`src/hw/rtl/rva_pkg.sv`:
```
// Shared types and constants for the RV32IM register ALU.
// No dependencies.
package rva_pkg;

	localparam int XLEN       = 32;
	localparam int DIV_STAGES = 32;
	// input register, operand stage, divider stages, output register
	localparam int LATENCY    = DIV_STAGES + 3;

	typedef enum logic [4:0] {
		OP_ADD   = 5'd0,
		OP_SUB   = 5'd1,
		OP_AND   = 5'd2,
		OP_OR    = 5'd3,
		OP_XOR   = 5'd4,
		OP_SLL   = 5'd5,
		OP_SRL   = 5'd6,
		OP_SRA   = 5'd7,
		OP_SLT   = 5'd8,
		OP_SLTU  = 5'd9,
		OP_MUL   = 5'd10,
		OP_MULH  = 5'd11,
		OP_MULHU = 5'd12,
		OP_DIV   = 5'd13,
		OP_DIVU  = 5'd14,
		OP_REM   = 5'd15,
		OP_REMU  = 5'd16
	} op_e;

	typedef struct packed {
		logic [4:0]      mode;
		logic [XLEN-1:0] operand_a;
		logic [XLEN-1:0] operand_b;
	} in_t;

	typedef struct packed {
		logic [XLEN-1:0] result_value;
		logic            invalid_op;
	} out_t;

	// travels beside the divider
	typedef struct packed {
		logic            valid;
		logic            is_div;
		logic            is_rem;
		logic            neg;
		logic            bad;
		logic [XLEN-1:0] res;
	} tag_t;

endpackage

```
`src/hw/rtl/rva_divider.sv`:
```
// Pipelined unsigned restoring divider, one quotient bit per stage.
// Depends on rva_pkg. Divisor zero yields all-ones quotient, remainder = dividend.
module rva_divider (
	input  logic                     clk,
	input  logic [rva_pkg::XLEN-1:0] dvd,
	input  logic [rva_pkg::XLEN-1:0] dvs,
	output logic [rva_pkg::XLEN-1:0] quo,
	output logic [rva_pkg::XLEN-1:0] rem
);

	localparam int N = rva_pkg::DIV_STAGES;
	localparam int W = rva_pkg::XLEN;

	logic [W-1:0] rem_q [N];
	logic [W-1:0] quo_q [N];
	logic [W-1:0] dvs_q [N];
	logic [W-1:0] rem_nxt [N];
	logic [W-1:0] quo_nxt [N];
	logic [W-1:0] dvs_nxt [N];

	always_comb begin
		logic [W-1:0] r_in;
		logic [W-1:0] q_in;
		logic [W:0]   trial;
		logic [W:0]   diff;
		logic         ge;
		for (int k = 0; k < N; k++) begin
			if (k == 0) begin
				r_in       = '0;
				q_in       = dvd;
				dvs_nxt[k] = dvs;
			end else begin
				r_in       = rem_q[k-1];
				q_in       = quo_q[k-1];
				dvs_nxt[k] = dvs_q[k-1];
			end
			trial      = {r_in, q_in[W-1]};
			ge         = trial >= {1'b0, dvs_nxt[k]};
			diff       = trial - {1'b0, dvs_nxt[k]};
			rem_nxt[k] = ge ? diff[W-1:0] : trial[W-1:0];
			quo_nxt[k] = {q_in[W-2:0], ge};
		end
	end

	always_ff @(posedge clk) begin
		for (int k = 0; k < N; k++) begin
			rem_q[k] <= rem_nxt[k];
			quo_q[k] <= quo_nxt[k];
			dvs_q[k] <= dvs_nxt[k];
		end
	end

	assign quo = quo_q[N-1];
	assign rem = rem_q[N-1];

endmodule

```
`config.mk`:
```
export PLATFORM = sky130hd
export DESIGN_NAME = rva_divider
export DESIGN_NICKNAME = d
export VERILOG_FILES = /design/src/hw/rtl/rva_pkg.sv /design/src/hw/rtl/rva_divider.sv
export SDC_FILE = /design/constraint.sdc
export NUM_CORES = 2
export LEC_CHECK = 0
export BUFFER_PORTS_ARGS = -buffer_cell sky130_fd_sc_hd__buf_2
export CORE_UTILIZATION = 60
export CTS_CLUSTER_DIAMETER = 30
export DETAILED_ROUTE_END_ITERATION = 16
export HOLD_SLACK_MARGIN = 0.05
export PLACE_DENSITY_LB_ADDON = 0.05
export SLEW_MARGIN = 20
export SYNTH_ARGS = -nofsm -noshare
export SYNTH_HDL_FRONTEND = slang
export SYNTH_SLANG_ARGS = --single-unit
```
`constraint.sdc`:
```
create_clock -name clk -period 5.5 [get_ports clk]
set_input_delay 0.825 -clock clk [delete_from_list [all_inputs] [get_ports clk]]
set_output_delay 0.825 -clock clk [all_outputs]
set_load 0.02 [all_outputs]
```
# == After elaboration in Yosys (flattened, before gate mapping) ==
# Memories as Yosys holds them, arrays and structs flattened.
# Cells that the tools add are included.
# totals
memories,3
ram_bits,3072
in_bits,65
out_inout_bits,64
word_cells,99
reg_bits,0
# memory_table
memory,words,word_bits,read_ports,rd_clocked_by_memory_dff,write_ports,line_no,source
dvs_q,32,32,31,0,32,rva_divider.sv:16,logic [W-1:0] dvs_q [N];
quo_q,32,32,32,0,32,rva_divider.sv:15,logic [W-1:0] quo_q [N];
rem_q,32,32,32,0,32,rva_divider.sv:14,logic [W-1:0] rem_q [N];
# op_classes
n_addsub,32
n_mux,32
n_lt_le_gt_ge,32
# ops
op,count
32-bit 2-to-1 mux,32
33-bit by 32-bit >= comparator with 1-bit output,31
32-bit subtractor,31
1-bit by 32-bit >= comparator with 1-bit output,1
1-bit by 32-bit subtractor with 32-bit output,1

# == Logic depth before layout (Yosys ltp) ==
# logic_depth
word_depth,2
ltp_mapped,15

# == Worst setup path before layout ==
# OpenSTA, ideal clock, no wires.
# synth_timing
path_kind,register -> register
from,mem dvs_q[0][449] (netlist bit)
to,mem rem_q[0][484] (netlist bit)
setup_slack_ps,2149
path_stages_with_launch,14
t_arrival_ps,3230
period_less_slack_ps,3351
required_ps,5379
setup_time_ps,121
cell_sequence,dfxtp_1 -> inv_1 -> ha_1 -> nor2b_1 -> o31a_1 -> o211ai_2 -> a22oi_2 -> o31a_1 -> a32o_2 -> o21ai_2 -> a21oi_2 -> a2111oi_4 -> buf_6 -> mux2_4
# synth_rtl
element,line_no
"start, declared",rva_divider.sv:16
"end, declared",rva_divider.sv:14

==> flow_summary.yaml <==
run_status:
  status: "finished clean"
clocking:
  htreeDepth: 6
  clk_pin_slew_ns: 0.06
  clock_path_buffers: 4
  cts_tree: "built"
  cts_buffers: 549
  cts.sink_count: 3040
  cts_root_buf: "clkbuf_16"
  clkLatencyLatePin_ns: 0.98
timing:
  grt_setup_unrepaired: "false"
  fin_crit_sh_pct: 77.7
  fin_skew_ns: 0.0844
  slew_violations: 0
  finalHoldViolCount: 0
  finalSetupViolCount: 0
  max_freq_ghz: 0.234
  worst_pin_slew_ns: 1.09
  finalSetupTns_ns: 0
  fin_crit_ns: 4.28
  slew_headroom_pct: 26.7
grt:
  grt_pass1_wl_um: 477000
  grt_start_max_net_pins: 64
  met1_usage_pct: 37.5
  grt_pass1_vias: 91100
  use_met3_pct: 4.84
  busiest_layer: "met2"
  grt_usage_pct: 27.8
  grt_overflow: 0
  use_met2_pct: 44.9
  antenna_found_initial: 8
synth:
  syn_area_um2: 126000
  syn_inst: 12800
  syn_nets: 13900
  ys_ff_latch: 3040
  synth_cell_types: 99
  synth_ff_type: "dfxtp_1"
  synth_edf_count: 0
  ys_warn_count: 0
  async_flop_share_pct: 0
  syn_avg_cell_area_um2: 9.80
  synth.yosys.seq_area_share_pct: 48.4
detailed_routing:
  vias: 92200
  drt-vias-per-instance: 5.59
  drt_first_iter_violations: 6646
  detail-route-antenna-nets: 0
  routed_wl_um: 301000
  wl_per_cell_um: 18.3
  firstDrtPassIters: 6
  route.detailed.drc: 0
critical_path:
  worstPathRequired_ns: 6.35
  crit_arrival_ns: 5.12
  crit_fanout: 49
  critical_path_class: "flip-flop to flip-flop"
  crit_path_end_kind: "flip-flop"
  crit_path_start_kind: "flip-flop"
floorplan:
  num_rows: 167
  core_um2: 208000
  dieArea_um2: 211000
  die_w_um: 460
  io_pins: 129
  start_util_pct: 60.5
  die_h_um: 460
place:
  io_buffers: 128
  dpl_cell_area_um2: 129000
  gp_congestion: 0.966
  hpwlAfterDp_um: 221000
layout:
  fillers: 15100
  nNetsFinal: 14400
  areaGrowthSynthToFinish_pct: 18.0
  layout-drive-gt1-share_pct: 12.1
  fin_area_um2: 148000
power_and_ir_drop:
  leakage_nw: 69.8
  vdd_drop_max_mv: 0.384
  p_per_area_nw_per_um2: 482
min_path:
  hold_path.class: "input port to flip-flop"
flow_run:
  maxCapViolations: 0
cells in the mapped netlist, types with 151 or more instances:
cell type     n  share of area, %
dfxtp_1    3040                48
inv_1      1259               3.8
a21oi_1    1016               4.0
ha_1        994               9.9
nand2_1     817               2.4
o21ai_0     775               3.1
nor2_1      671               2.0
xnor2_1     480               3.3
a21o_1      444               2.7
mux2_2      401               3.6
xor2_1      336               2.3
nand3_1     205              0.82
clkbuf_1    191              0.57
o21a_1      165              0.99
nor3_1      158              0.63
nand4_1     151              0.75
where the power goes:
part | switching (W) | internal, W | leakage [nW] | total, W
Clock | 0.0117 | 0.0221 | 9.06 | 0.0337
Sequential | 0.00111 | 0.0239 | 25.3 | 0.0250
Combinational | 0.00727 | 0.00557 | 35.4 | 0.0128
Total | 0.0200 | 0.0515 | 69.8 | 0.0715
worst paths after layout:
check                start             to  slack [ns]  cells after the start
max          dvs_q[0][289]  rem_q[0][327]        1.22                     11
min                dvd[31]    rem_q[0][0]        0.18                      3
max reg2reg  dvs_q[0][289]  rem_q[0][327]        1.22                     11
min reg2reg  quo_q[0][318]  quo_q[0][351]        0.29                      0
per-layer routing:
metal | vias to the layer above | wire (µm) | share of wire, %
li1 | 45500 | - | -
met1 | 43500 | 138000 | 46
met2 | 2595 | 138000 | 46
met3 | 612 | 16900 | 5.6
met4 | 2 | 8380 | 2.8
met5 | - | 13 | 0.0043
repair_timing:
action                     CTS  global route
hold endpoints to repair    63             0
setup buffers                0             0
setup endpoints to repair    0             0
hold buffers                63             0
resized for setup            0             0
metrics by stage:
| step | total power [W] | utilization [%] | cells | setup WS (ns) | hold slack, ns |
|---|---|---|---|---|---|
| floorplan | 0.0350 | - | 12800 | 2.15 | 0.310 |
| global placement | 0.0375 | 62.0 | 15500 | 1.29 | 0.310 |
| detailed placement | 0.0378 | 62.0 | 15500 | 1.27 | 0.312 |
| CTS | 0.0719 | 71.4 | 16500 | 1.19 | 0.126 |
| global route | 0.0747 | 71.4 | 16500 | 0.922 | 0.204 |
| finish | 0.0715 | 71.4 | 16500 | 1.22 | 0.178 |
registers in the layout, indices dropped and copies added (netlist names):
name,cells
rem_q,1024
dvs_q,992
quo_q,1024
area by class of cell:
type	instances	area, µm²	share of cell area (%)
Clock buffer	659	14900	10.0
Antenna cell	5	12.5	0.00844
Tap cell	2788	3490	2.35
Multi-Input combinational cell	8200	58700	39.6
Inverter	1261	4730	3.19
Timing Repair Buffer	232	1620	1.09
Sequential cell	3040	60900	41.0
Clock inverter	314	3970	2.68
cells by family after synthesis:
logic type	synth area share (%)
and+or+nand+nor	9.97
xor gates and xnor gates	5.69
DFF	48.4
adders and majority gates	10.4
muxes	4.21
buffers and inverters	5.01
AOI/OAI and AO/OA	16.3
worst max-delay path, cell delays in order (launching register included):
cell       delay [ns]
dfxtp_1          0.39
inv_1            0.07
ha_1             0.32
nor2b_1          0.15
o2111ai_1        0.22
nand3_1          0.19
a2111oi_0        0.95
o31ai_1          0.30
o31a_1           0.38
a41oi_4          0.54
buf_12           0.28
mux2_2           0.36
cell usage in the layout (no fill, tap or decap), drive strengths merged, types with 169 or more instances in the layout:
cell type and n:
inv 1354, a21oi 1021, o21ai 783, mux2 427
xnor2 480, nor2 671, dfxtp 3040, xor2 336
nand3 205, nand2 817, clkbuf 659, ha 994
buf 169, a21o 445
Power figures use the tool's default switching activity.
