--- config.mk ---
export PLATFORM = sky130hd
export DESIGN_NAME = rva_alu
export DESIGN_NICKNAME = d
export VERILOG_FILES = /design/src/hw/rtl/rva_pkg.sv /design/src/hw/rtl/rva_alu.sv
export SDC_FILE = /design/constraint.sdc
export NUM_CORES = 1
export LEC_CHECK = 0
export ABC_AREA = 1
export BUFFER_PORTS_ARGS = -buffer_cell sky130_fd_sc_hd__buf_2
export CAP_MARGIN = 20
export CELL_PAD_IN_SITES_DETAIL_PLACEMENT = 1
export CELL_PAD_IN_SITES_GLOBAL_PLACEMENT = 2
export CORE_MARGIN = 4
export CORE_UTILIZATION = 33
export DETAILED_ROUTE_END_ITERATION = 6
export PLACE_DENSITY = 0.92
export SLEW_MARGIN = 20
export SYNTH_ARGS = -nofsm -noshare
export SYNTH_HDL_FRONTEND = slang
export SYNTH_SLANG_ARGS = --single-unit
--- constraint.sdc ---
create_clock -name vclk -period 5.3
set_input_delay 1.06 -clock vclk [all_inputs]
set_output_delay 1.06 -clock vclk [all_outputs]
set_load 0.1 [all_outputs]
--- src/hw/rtl/rva_pkg.sv ---
// Shared types and constants for the RV32IM register ALU.
// No dependencies.
package rva_pkg;

	localparam int XLEN       = 32;
	localparam int DIV_STAGES = 32;
	// input register, operand stage, divider stages, output register
	localparam int LATENCY    = DIV_STAGES + 3;

	typedef enum logic [4:0] {
		OP_ADD   = 5'd0,
		OP_SUB   = 5'd1,
		OP_AND   = 5'd2,
		OP_OR    = 5'd3,
		OP_XOR   = 5'd4,
		OP_SLL   = 5'd5,
		OP_SRL   = 5'd6,
		OP_SRA   = 5'd7,
		OP_SLT   = 5'd8,
		OP_SLTU  = 5'd9,
		OP_MUL   = 5'd10,
		OP_MULH  = 5'd11,
		OP_MULHU = 5'd12,
		OP_DIV   = 5'd13,
		OP_DIVU  = 5'd14,
		OP_REM   = 5'd15,
		OP_REMU  = 5'd16
	} op_e;

	typedef struct packed {
		logic [4:0]      mode;
		logic [XLEN-1:0] operand_a;
		logic [XLEN-1:0] operand_b;
	} in_t;

	typedef struct packed {
		logic [XLEN-1:0] result_value;
		logic            invalid_op;
	} out_t;

	// travels beside the divider
	typedef struct packed {
		logic            valid;
		logic            is_div;
		logic            is_rem;
		logic            neg;
		logic            bad;
		logic [XLEN-1:0] res;
	} tag_t;

endpackage

--- src/hw/rtl/rva_alu.sv ---
// Combinational integer operations: add/sub, logic, shifts, compares.
// Depends on rva_pkg.
module rva_alu (
	input  logic [4:0]               mode,
	input  logic [rva_pkg::XLEN-1:0] a,
	input  logic [rva_pkg::XLEN-1:0] b,
	output logic [rva_pkg::XLEN-1:0] res
);

	logic [4:0] sh;

	assign sh = b[4:0];

	always_comb begin
		case (mode)
			rva_pkg::OP_ADD:  res = a + b;
			rva_pkg::OP_SUB:  res = a - b;
			rva_pkg::OP_AND:  res = a & b;
			rva_pkg::OP_OR:   res = a | b;
			rva_pkg::OP_XOR:  res = a ^ b;
			rva_pkg::OP_SLL:  res = a << sh;
			rva_pkg::OP_SRL:  res = a >> sh;
			rva_pkg::OP_SRA:  res = $unsigned($signed(a) >>> sh);
			rva_pkg::OP_SLT:  res = {31'd0, $signed(a) < $signed(b)};
			rva_pkg::OP_SLTU: res = {31'd0, a < b};
			default:          res = '0;
		endcase
	end

endmodule

-- Word-level counts from Yosys, hierarchy flattened
Index checks and enable logic that the tools add are counted.
- register bits: 0
- bits of input ports: 69
- output and inout port bits: 32
- logic and storage cells: 21
- add/subtract/negate cells: 2
- $lt $le $gt $ge: 2
- equal/unequal tests: 9
- shift-type cells: 3
- multiplexer cells: 1
- bitwise gates (word level): 3
- reduce and logical (&&, ||, !) cells: 1
- operator list (operator ; count):
    $pmux 32 s10 ; 1
    $lt 32x32->1 ; 2
    $add 32x32->32 ; 1
    $and 32x32->32 ; 1
    $or 32x32->32 ; 1
    $shl 32x5->32 ; 1
    $shr 32x5->32 ; 1
    $sshr 32x5->32 ; 1
    $sub 32x32->32 ; 1
    $xor 32x32->32 ; 1
    $eq 5x3->1 const B ; 4
    $eq 5x2->1 const B ; 2
    $eq 5x4->1 const B ; 2
    $eq 5x1->1 const B ; 1
    $logic_not 5->1 ; 1

-- Longest topological paths before layout
Gate-level depths: netlist of run 1.
- depth after elaboration: 2
- mapped depth: 19
- mapped depth without buffers: 16

-- Worst setup path before layout of run 1
Ideal clock, no wire load.
- kind: in2out
- start point: input port b[2] in the netlist's numbering
- end point: output port res[10] in the netlist's numbering
- arrival: 3.603 ns
- path slack: 0.637 ns
- stages on the path: 15
- path buffers: 3
- path through: buf_2 > inv_1 > buf_2 > buf_2 > ha_1 > inv_1 > nand2_1 > nand2_1 > nand3_1 > nand2_1 > nand2_1 > nand2_1 > a21oi_1 > o21ai_0 > nand4_1
- longest elaborated chain between the ends: 2
- elaborated cells on any way between the ends: 6
- classes of those cells: add/sub (2); shift (3); mux (1)
- ends and longest elaborated chain (element ; line ; RTL):
    start: declaration ; rva_alu.sv:6 ; input logic [rva_pkg::XLEN-1:0] b,
    $sub 32x32->32, or another cell as far along ; rva_alu.sv:17 ; rva_pkg::OP_SUB: res = a - b;
    $pmux 32 s10 (*) ; rva_alu.sv:15 ; case (mode)
    end: declaration ; rva_alu.sv:7 ; output logic [rva_pkg::XLEN-1:0] res
Every way passes the cells marked *; elsewhere a longest branch is shown, timed or not.

-- Worst setup path after layout of run 1
- start point: input port a[19] in the netlist's numbering
- end point: output port res[24] in the netlist's numbering
- longest elaborated chain between the ends: 2
- elaborated cells on any way between the ends: 6
- classes of those cells: add/sub (2); shift (3); mux (1)
- ends and longest elaborated chain (element ; line ; RTL):
    start: declaration ; rva_alu.sv:5 ; input logic [rva_pkg::XLEN-1:0] a,
    $sub 32x32->32, or another cell as far along ; rva_alu.sv:17 ;
    $pmux 32 s10 (*) ; rva_alu.sv:15 ;
Marked as above.

==> results.md, run 1 <==
* Synth warn at 0
* Post-Syn Area per Cell at 4.84 um2
* Sw Ratio at 72.0%
* Boundary pin count at 101
* Synth area leaders: nand2_1 (27%), nand3_1 (19%), ha_1 (12%)
* Gate power share at 100.0%
* Yosys top cell by area: nand2_1
* TNS Setup at 0 ns
* Status: finished clean
* Antenna diode count at 0
* Yosys cell types at 46
* Share of the synthesized area in the top cell type at 27.3%
* Multi-input gate area at 8490 um2
* FF/Latch Area at 0 um2
* Synth Area in Simple Gates at 59.3%
* Crit share post-route at 91.2%
* Leakage power at 0.00640 uW
* Worst Setup Path Type: in -> out
* Seq/Total Area, Yosys at 0%
* Slew @ Worst Pin at 0.793 ns
* RSZ-0062 raised after global routing: no
* Setup violators final at 0
* Share of post-route cells with drive strength above 1 at 7.71%
* Number of post-CTS setup repair buffers at 0
* Met1 Resource Use GR at 42.7%
* Slew margin rel. at 47.0%
* Synth Area in Adders at 12.8%
* Initial Util at 33.6%
* Setup crit end kind: output pin
* Routed len/inst at 22.1 um
* Final HPWL DP at 47.4 mm
* GR Util All Layers at 32.1%
* # rows at 63
* Synth Cell Area at 10,000 um2
* Largest family of logic cells by synthesized area: simple AND/OR/NAND/NOR gates
* Syn-to-layout area delta at 12.6%
* Pwr Density at 113 nW/um2
* XOR/XNOR share of the synthesized area at 0.0875%
* Routed Antenna Nets at 0
* Fillers at 4,356
* Met2 usage at 53.9%
* CP startpoint: a[19]
* Min-Delay Path Class: in -> out
* Die width at 182 um
* Worst path required time at 4.24 ns
* CP max FO at 9
* Int Pwr at 358 uW
* Hold Buf Count CTS at 0
* Post-synthesis compound-gate area fraction at 12.6%
* Final net count at 2,285
* Total Routed Length at 55.4 mm
* Fmax at 0.207 GHz
* Busiest grt layer: met2
* Worst Path Arrival at 3.77 ns
* Sequential power share at 0%
* Initial antenna violation count at 2
* Sequential cell count at 0
* Min Hold Slack at 2.66 ns
* Clock buf count at 0
* Post-synthesis mux area share at 0%
* Post-route cell area at 11,300 um2
* Core Area at 29,800 um2
* Post-cts sizing count at 0
* Met3 Usage GRT at 2.91%
* Fin. max-slew vios at 0
* Syn nets at 2,240
* # Max-Cap Violations at 0
* Drt drc at 0
* Number of DRC markers in iteration 0 at 1,203
* DR pass1 iterations at 5
* Die ar. at 33,200 um2
* Worst setup SP type: input pin
* Drt via density at 5.71
* GR Overflow Total at 0
* Die height at 182 um
* Pwr Total at 1280 uW
* Cell Area, Placed at 11,300 um2
* HP Start: mode[4]
* Gpl congestion at 1.01
* Vias in the first global route at 14.2k
* Worst VDD drop at 74.5 uV
* Port Buf Inserts at 101
* Via count at 14.3k
* Clock Power Share at 0%
* Largest net degree at the start of global routing at 68
* Mapped Cells at 2,070
* Tmin final at 4.83 ns
* Fin. Hold Viols at 0
* First-pass GRT wire length at 83.3 mm
* Switch Pwr at 919 uW
-- per-stage QoR --
stage / instances / setup slack [ns] / util (%)
floorplan: 2070 / 0.637 / -
global placement: 2503 / 0.584 / 37.8
detailed placement: 2503 / 0.497 / 37.8
CTS: 2503 / 0.494 / 37.8
global route: 2503 / 0.331 / 37.8
finish: 2503 / 0.468 / 37.8
-- final timing paths --
path,depth (start not counted),end
worst max-delay path,14,res[24]
worst min-delay path,5,res[0]
-- logic make-up after synthesis --
family          count (synthesis)
fa+ha+maj                     101
compound gates                212
xor+xnor                        1
buf+inv                       375
simple gates                 1381
-- Yosys cell counts, types with 6 or more instances --
master / instances
a21oi_1: 74
and2_1: 14
buf_1: 6
buf_2: 57
buf_4: 8
clkbuf_1: 17
ha_1: 99
inv_1: 280
nand2_1: 729
nand3_1: 387
nand3b_1: 8
nand4_1: 25
nor2_1: 173
nor3_1: 18
o211ai_1: 30
o21ai_0: 57
o21bai_1: 13
o22ai_1: 14
-- per-layer routing --
layer,vias to the layer above,routed length [um]
li1,6756,-
met1,6876,23300
met2,555,25700
met5,-,27
met4,4,2580
met3,108,3790
-- cells in the final DEF, fill, tap and decap left out, drive strengths merged, types with 14 or more instances in the layout --
master | Yosys | layout
nand2 | 731 | 731
nand3 | 390 | 390
inv | 285 | 285
nor2 | 183 | 183
buf | 73 | 133
ha | 99 | 99
a21oi | 74 | 74
o21ai | 60 | 60
o211ai | 30 | 30
nand4 | 25 | 25
nor3 | 19 | 19
and2 | 14 | 14
o22ai | 14 | 14
-- final cells by class --
type	instances	area share [%]
repair buffers	133	10.8
multi-input cells	1695	75.3
inverters	285	9.49
well taps	390	4.33
-- worst max-delay path, stage by stage --
cell and delay (ns):
buf_2 0.16, inv_1 0.06, ha_1 0.48, inv_1 0.26, nand2_1 0.17, nor3_1 0.42
nand2_1 0.23, nor2_1 0.15, nand2_1 0.11, nand3_1 0.12, nand2_1 0.05, nand3_1 0.07
nand3_1 0.19, buf_12 0.24
-- power groups by stage --
stage          sequential (uW)  combinational, uW  clock [uW]
2_1_floorplan                0                800           0
3_3_place_gp                 0               1230           0
3_5_place_dp                 0               1250           0
4_1_cts                      0               1250           0
5_1_grt                      0               1380           0
6_report                     0               1280           0
Power figures use the tool's default switching activity.
==> run 2: changes to the inputs <==
--- a/config.mk
+++ b/config.mk
@@ -6,14 +6,14 @@
 export NUM_CORES = 1
 export LEC_CHECK = 0
 export ABC_AREA = 1
-export BUFFER_PORTS_ARGS = -buffer_cell sky130_fd_sc_hd__buf_2
 export CAP_MARGIN = 20
 export CELL_PAD_IN_SITES_DETAIL_PLACEMENT = 1
 export CELL_PAD_IN_SITES_GLOBAL_PLACEMENT = 2
 export CORE_MARGIN = 4
-export CORE_UTILIZATION = 33
+export CORE_UTILIZATION = 35
 export DETAILED_ROUTE_END_ITERATION = 6
-export PLACE_DENSITY = 0.92
+export DONT_BUFFER_PORTS = 1
+export PLACE_DENSITY = 0.91
 export SLEW_MARGIN = 20
 export SYNTH_ARGS = -nofsm -noshare
 export SYNTH_HDL_FRONTEND = slang
==> constraint.sdc (replaced) <==
create_clock -name vclk -period 5.56
set_input_delay 1.112 -clock vclk [all_inputs]
set_output_delay 1.112 -clock vclk [all_outputs]
set_load 0.1 [all_outputs]
==> run 2 against run 1 <==
Compared with the run above:
- power is 17% lower
- hold slack worse by 0.069 ns
- global-route usage is 0.60 points higher
- cell count is 4.1% lower
- final area is 7.3% lower
- sequential share of layout area stayed put
- routed wire length is 3.3% lower
- first-iteration DRC count is 5.2% higher
- critical endpoint is now res[12]
==> results.md, run 2 (same netlist as run 1, synthesis figures left out) <==
* Hold Crit Depth at 3
* FF/Latch Area at 0 um2
* Fin. max-slew vios at 0
* Hold EP: res[6]
* CP Cell Sequence: inv_1 -> ha_1 -> inv_1 -> fa_1 -> nand2_1 -> nand2_1 -> nand2_1 -> inv_1 -> nand2_1 -> nand3_1 -> xor2_1 -> o21ai_0 -> inv_1 -> nand2_1 -> buf_12
* WL met3 at 2.92 mm
* Die width at 177 um
* Setup crit end kind: output pin
* Port Buf Inserts at 0
* Layout Cells excl Fill at 2,401
* Boundary pin count at 101
* Number of post-CTS setup repair buffers at 0
* Critical path's largest stage delay at 0.48 ns
* Syn-to-layout area delta at 4.39%
* Routed wl met2 at 25.5 mm
* Drt drc at 0
* Worst setup SP type: input pin
* Total Routed Length at 53.6 mm
* Largest net degree at the start of global routing at 72
* Routed Antenna Nets at 0
* Worst path required time at 4.45 ns
* Pwr Total at 1060 uW
* Placed cell count at 2,401
* HP Start: b[4]
* Worst Setup Path Type: in -> out
* Setup violators final at 0
* Worst VDD drop at 50.8 uV
* Sequential cell count at 0
* Crit-path most repeated cell: nand2_1
* Post-cts sizing count at 0
* Status: finished clean
* Gpl congestion at 1.03
* Die height at 177 um
* Crit share post-route at 88.1%
* Tmin final at 4.90 ns
* Number of DRC markers in iteration 0 at 1,265
* Share of post-route cells with drive strength above 1 at 3.61%
* Initial antenna violation count at 1
* Critical path depth at 15
* RSZ-0062 raised after global routing: no
* Via count at 13.9k
* # Max-Cap Violations at 0
* Min-Delay Path Class: in -> out
* Fin. Hold Viols at 0
* Leakage power at 0.00595 uW
* CP max FO at 4
* First-pass GRT wire length at 79.7 mm
* Clock buf count at 0
* CP max stage cell: fa_1
* Antenna diode count at 0
* Fmax at 0.204 GHz
* Pwr Density at 102 nW/um2
* Initial Util at 35.7%
* Crit path max-delay family: simple AND/OR/NAND/NOR gates
* GR Overflow Total at 0
* Worst Path Arrival at 3.79 ns
* Die ar. at 31,400 um2
* Uppermost layer routed: met5
* Fillers at 4,225
* DR pass1 iterations at 5
* Slew @ Worst Pin at 0.789 ns
* Wl on met1 at 23.0 mm
* TNS Setup at 0 ns
* Hold Buf Count CTS at 0
* Core Area at 28,000 um2
* Most common cell after layout, fill and taps aside: nand2_1
* Vias in the first global route at 13.7k
* Worst path bufs/invs at 5
* # rows at 61
* Final net count at 2,195
* Drt via density at 5.78
* Final HPWL DP at 45.4 mm
* Routed len/inst at 22.3 um
* GR Util All Layers at 32.7%
* Commonest non-fill, non-tap cells in the layout: nand2_1 (729), nand3_1 (387), inv_1 (279)
* Slew margin rel. at 46.9%
[run 2: cell types whose count changed in the layout (fill, tap and decap cells not counted)]
| cell | change |
|---|---|
| buf_12 | -26 |
| buf_16 | +1 |
| buf_2 | -71 |
| buf_4 | +6 |
[run 2: where the power goes]
group          leakage (uW)  internal (uW)  total [uW]  switching [uW]
Clock                     0              0           0               0
Sequential                0              0           0               0
Combinational       0.00595            279        1060             782
[run 2: layer usage]
| layer | vias to the layer above | global-route usage [%] |
|---|---|---|
| li1 | 6566 | - |
| met1 | 6709 | 43.2 |
| met2 | 504 | 57.2 |
| met3 | 100 | 1.69 |
| met4 | 2 | 10.4 |
| met5 | - | 0 |
[run 2: worst max path at each step]
| stage | endpoint | slack, ns | startpoint |
|---|---|---|---|
| global route | res[12] | 0.51 | a[0] |
| finish | res[12] | 0.66 | a[0] |
| detailed placement | res[12] | 0.73 | a[0] |
| floorplan | res[10] | 0.79 | b[2] |
| global placement | res[12] | 0.69 | a[0] |
| CTS | res[12] | 0.72 | a[0] |
[run 2: area by class of cell]
cell class	instances	area, um2	share of cell area [%]
timing repair buffer	43	418	4.00
multi-input combinational	1695	8490	81.2
inverter	285	1070	10.2
tap	378	473	4.53
[run 2: metrics by stage]
stage | area [um2] | util (%) | hold slack, ns | setup slack [ns]
after floorplan | 10000 | - | 2.85 | 0.793
after global placement | 10500 | 37.3 | 2.60 | 0.685
after detailed placement | 10500 | 37.3 | 2.58 | 0.734
after CTS | 10500 | 37.3 | 2.58 | 0.716
after global routing | 10500 | 37.3 | 2.62 | 0.509
final | 10500 | 37.3 | 2.60 | 0.659
[run 2: tightest hold or removal path, delay by kind of cell]
kind	cells	cell delay [ns]
simple gates	2	0.13
buf+inv	1	0.23
==> run 3: changes to the inputs <==
--- a/config.mk
+++ b/config.mk
@@ -6,9 +6,10 @@
 export NUM_CORES = 1
 export LEC_CHECK = 0
 export ABC_AREA = 1
-export CAP_MARGIN = 20
+export CAP_MARGIN = 40
 export CELL_PAD_IN_SITES_DETAIL_PLACEMENT = 1
 export CELL_PAD_IN_SITES_GLOBAL_PLACEMENT = 2
+export CORE_ASPECT_RATIO = 1.2
 export CORE_MARGIN = 4
 export CORE_UTILIZATION = 35
 export DETAILED_ROUTE_END_ITERATION = 6
==> run 3 against run 2 <==
Compared with the run above:
- routed wire length up 2.9%
- first-iteration DRC count down 1.7%
- highest routed layer unchanged
- hold slack better by 0.016 ns
- combinational power about the same
==> results.md, run 3 (same netlist as run 1, synthesis figures left out) <==
* Die ar. at 31,400 um2
* Clock Power Share at 0%
* Drt via density at 5.77
* Int Pwr at 281 uW
* Syn-to-layout area delta at 4.80%
* Number of post-CTS setup repair buffers at 0
* First-pass GRT wire length at 82.1 mm
* Drt drc at 0
* Via count at 13.9k
* Final HPWL DP at 46.8 mm
* GR Util All Layers at 33.7%
* Commonest non-fill, non-tap cells in the layout: nand2_1 (729), nand3_1 (387), inv_1 (279)
* Routed len/inst at 22.9 um
* Fmax at 0.208 GHz
* Fillers at 4,212
* Status: finished clean
* Post-cts sizing count at 0
* Slew @ Worst Pin at 0.750 ns
* Switch Pwr at 794 uW
* Gate power share at 100.0%
* Worst VDD drop at 92.8 uV
* GR Overflow Total at 0
* Worst Setup Path Type: in -> out
* Post-route cell area at 10,500 um2
* Total Routed Length at 55.1 mm
* Most common cell after layout, fill and taps aside: nand2_1
* Placed cell count at 2,404
* TNS Setup at 0 ns
* CP Cell Sequence: inv_1 -> buf_4 -> ha_1 -> inv_1 -> o21bai_1 -> nand2_1 -> nand2_1 -> nand2_1 -> nand3_1 -> nand2_1 -> nand4_1 -> nand3_1 -> nand3_1 -> buf_4
* Largest net degree at the start of global routing at 72
* Vias in the first global route at 14.0k
* Crit path max-delay family: simple AND/OR/NAND/NOR gates
* Min Hold Slack at 2.61 ns
* Critical path's largest stage delay at 0.47 ns
* Sw Ratio at 73.9%
* Fin. Hold Viols at 0
* Crit share post-route at 86.5%
* Die width at 162 um
* Cell Area, Placed at 10,500 um2
* Port Buf Inserts at 0
* HP Start: mode[4]
* Leakage power at 0.00597 uW
* Clock buf count at 0
* FF/Latch Area at 0 um2
* Pwr Density at 102 nW/um2
* Setup violators final at 0
* # Max-Cap Violations at 0
* Hold Buf Count CTS at 0
* Initial antenna violation count at 1
* Crit-path most repeated cell: nand2_1
* Sequential power share at 0%
* Worst Path Arrival at 3.70 ns
* Worst path required time at 4.45 ns
* Boundary pin count at 101
* Tmin final at 4.81 ns
* Worst path bufs/invs at 4
* Initial Util at 35.6%
* CP max stage cell: buf_4
* Antenna diode count at 0
* Routed Antenna Nets at 0
* CP startpoint: b[3]
* # rows at 67
* Core Area at 28,100 um2
* CP max FO at 58
* Final net count at 2,197
* RSZ-0062 raised after global routing: no
* Die height at 193 um
* Fin. max-slew vios at 0
* Setup crit end kind: output pin
* Min-Delay Path Class: in -> out
* Gpl congestion at 0.977
* DR pass1 iterations at 5
* Worst setup SP type: input pin
* Slew margin rel. at 50.0%
* Share of post-route cells with drive strength above 1 at 3.70%
* Sequential cell count at 0
* Layout Cells excl Fill at 2,404
* Number of DRC markers in iteration 0 at 1,243
run 3: cell count changes in the layout (fill, tap and decap cells not counted):
cell / before / now
buf_12: 6 / 8
run 3: per-layer routing:
layer	track usage [%]	wire length, um	up-vias
met5	0	13	-
met3	2.49	2670	150
met1	42.1	22600	6691
li1	-	-	6584
met4	16.8	3450	2
met2	57.9	26400	442
run 3: tightest hold or removal path, delay by kind of cell:
| kind | cells | cell delay (ns) |
|---|---|---|
| buffers and inverters | 1 | 0.23 |
| AND/OR/NAND/NOR | 3 | 0.16 |
run 3: path summary, 6_finish.rpt:
check	endpoint	slack [ns]	cells past startpoint
worst max-delay path	res[27]	0.75	14
worst min-delay path	res[0]	2.61	4
run 3: layout make-up:
class	instances	area, um2	area share, %
multi-input cells	1695	8490	80.9
inverters	285	1070	10.2
well taps	379	474	4.52
repair buffers	45	458	4.36
run 3: power by group through the flow:
stage	Combinational (uW)	Clock [uW]	Sequential, uW
5_1_grt	1170	0	0
2_1_floorplan	762	0	0
3_3_place_gp	1040	0	0
6_report	1080	0	0
4_1_cts	1060	0	0
3_5_place_dp	1050	0	0
run 3: per-stage QoR:
stage          total power, uW  util (%)  setup WS, ns
2_1_floorplan              762         -         0.793
3_3_place_gp              1040      37.4         0.849
3_5_place_dp              1050      37.4         0.854
4_1_cts                   1060      37.4         0.839
5_1_grt                   1170      37.4         0.631
6_report                  1080      37.4         0.748
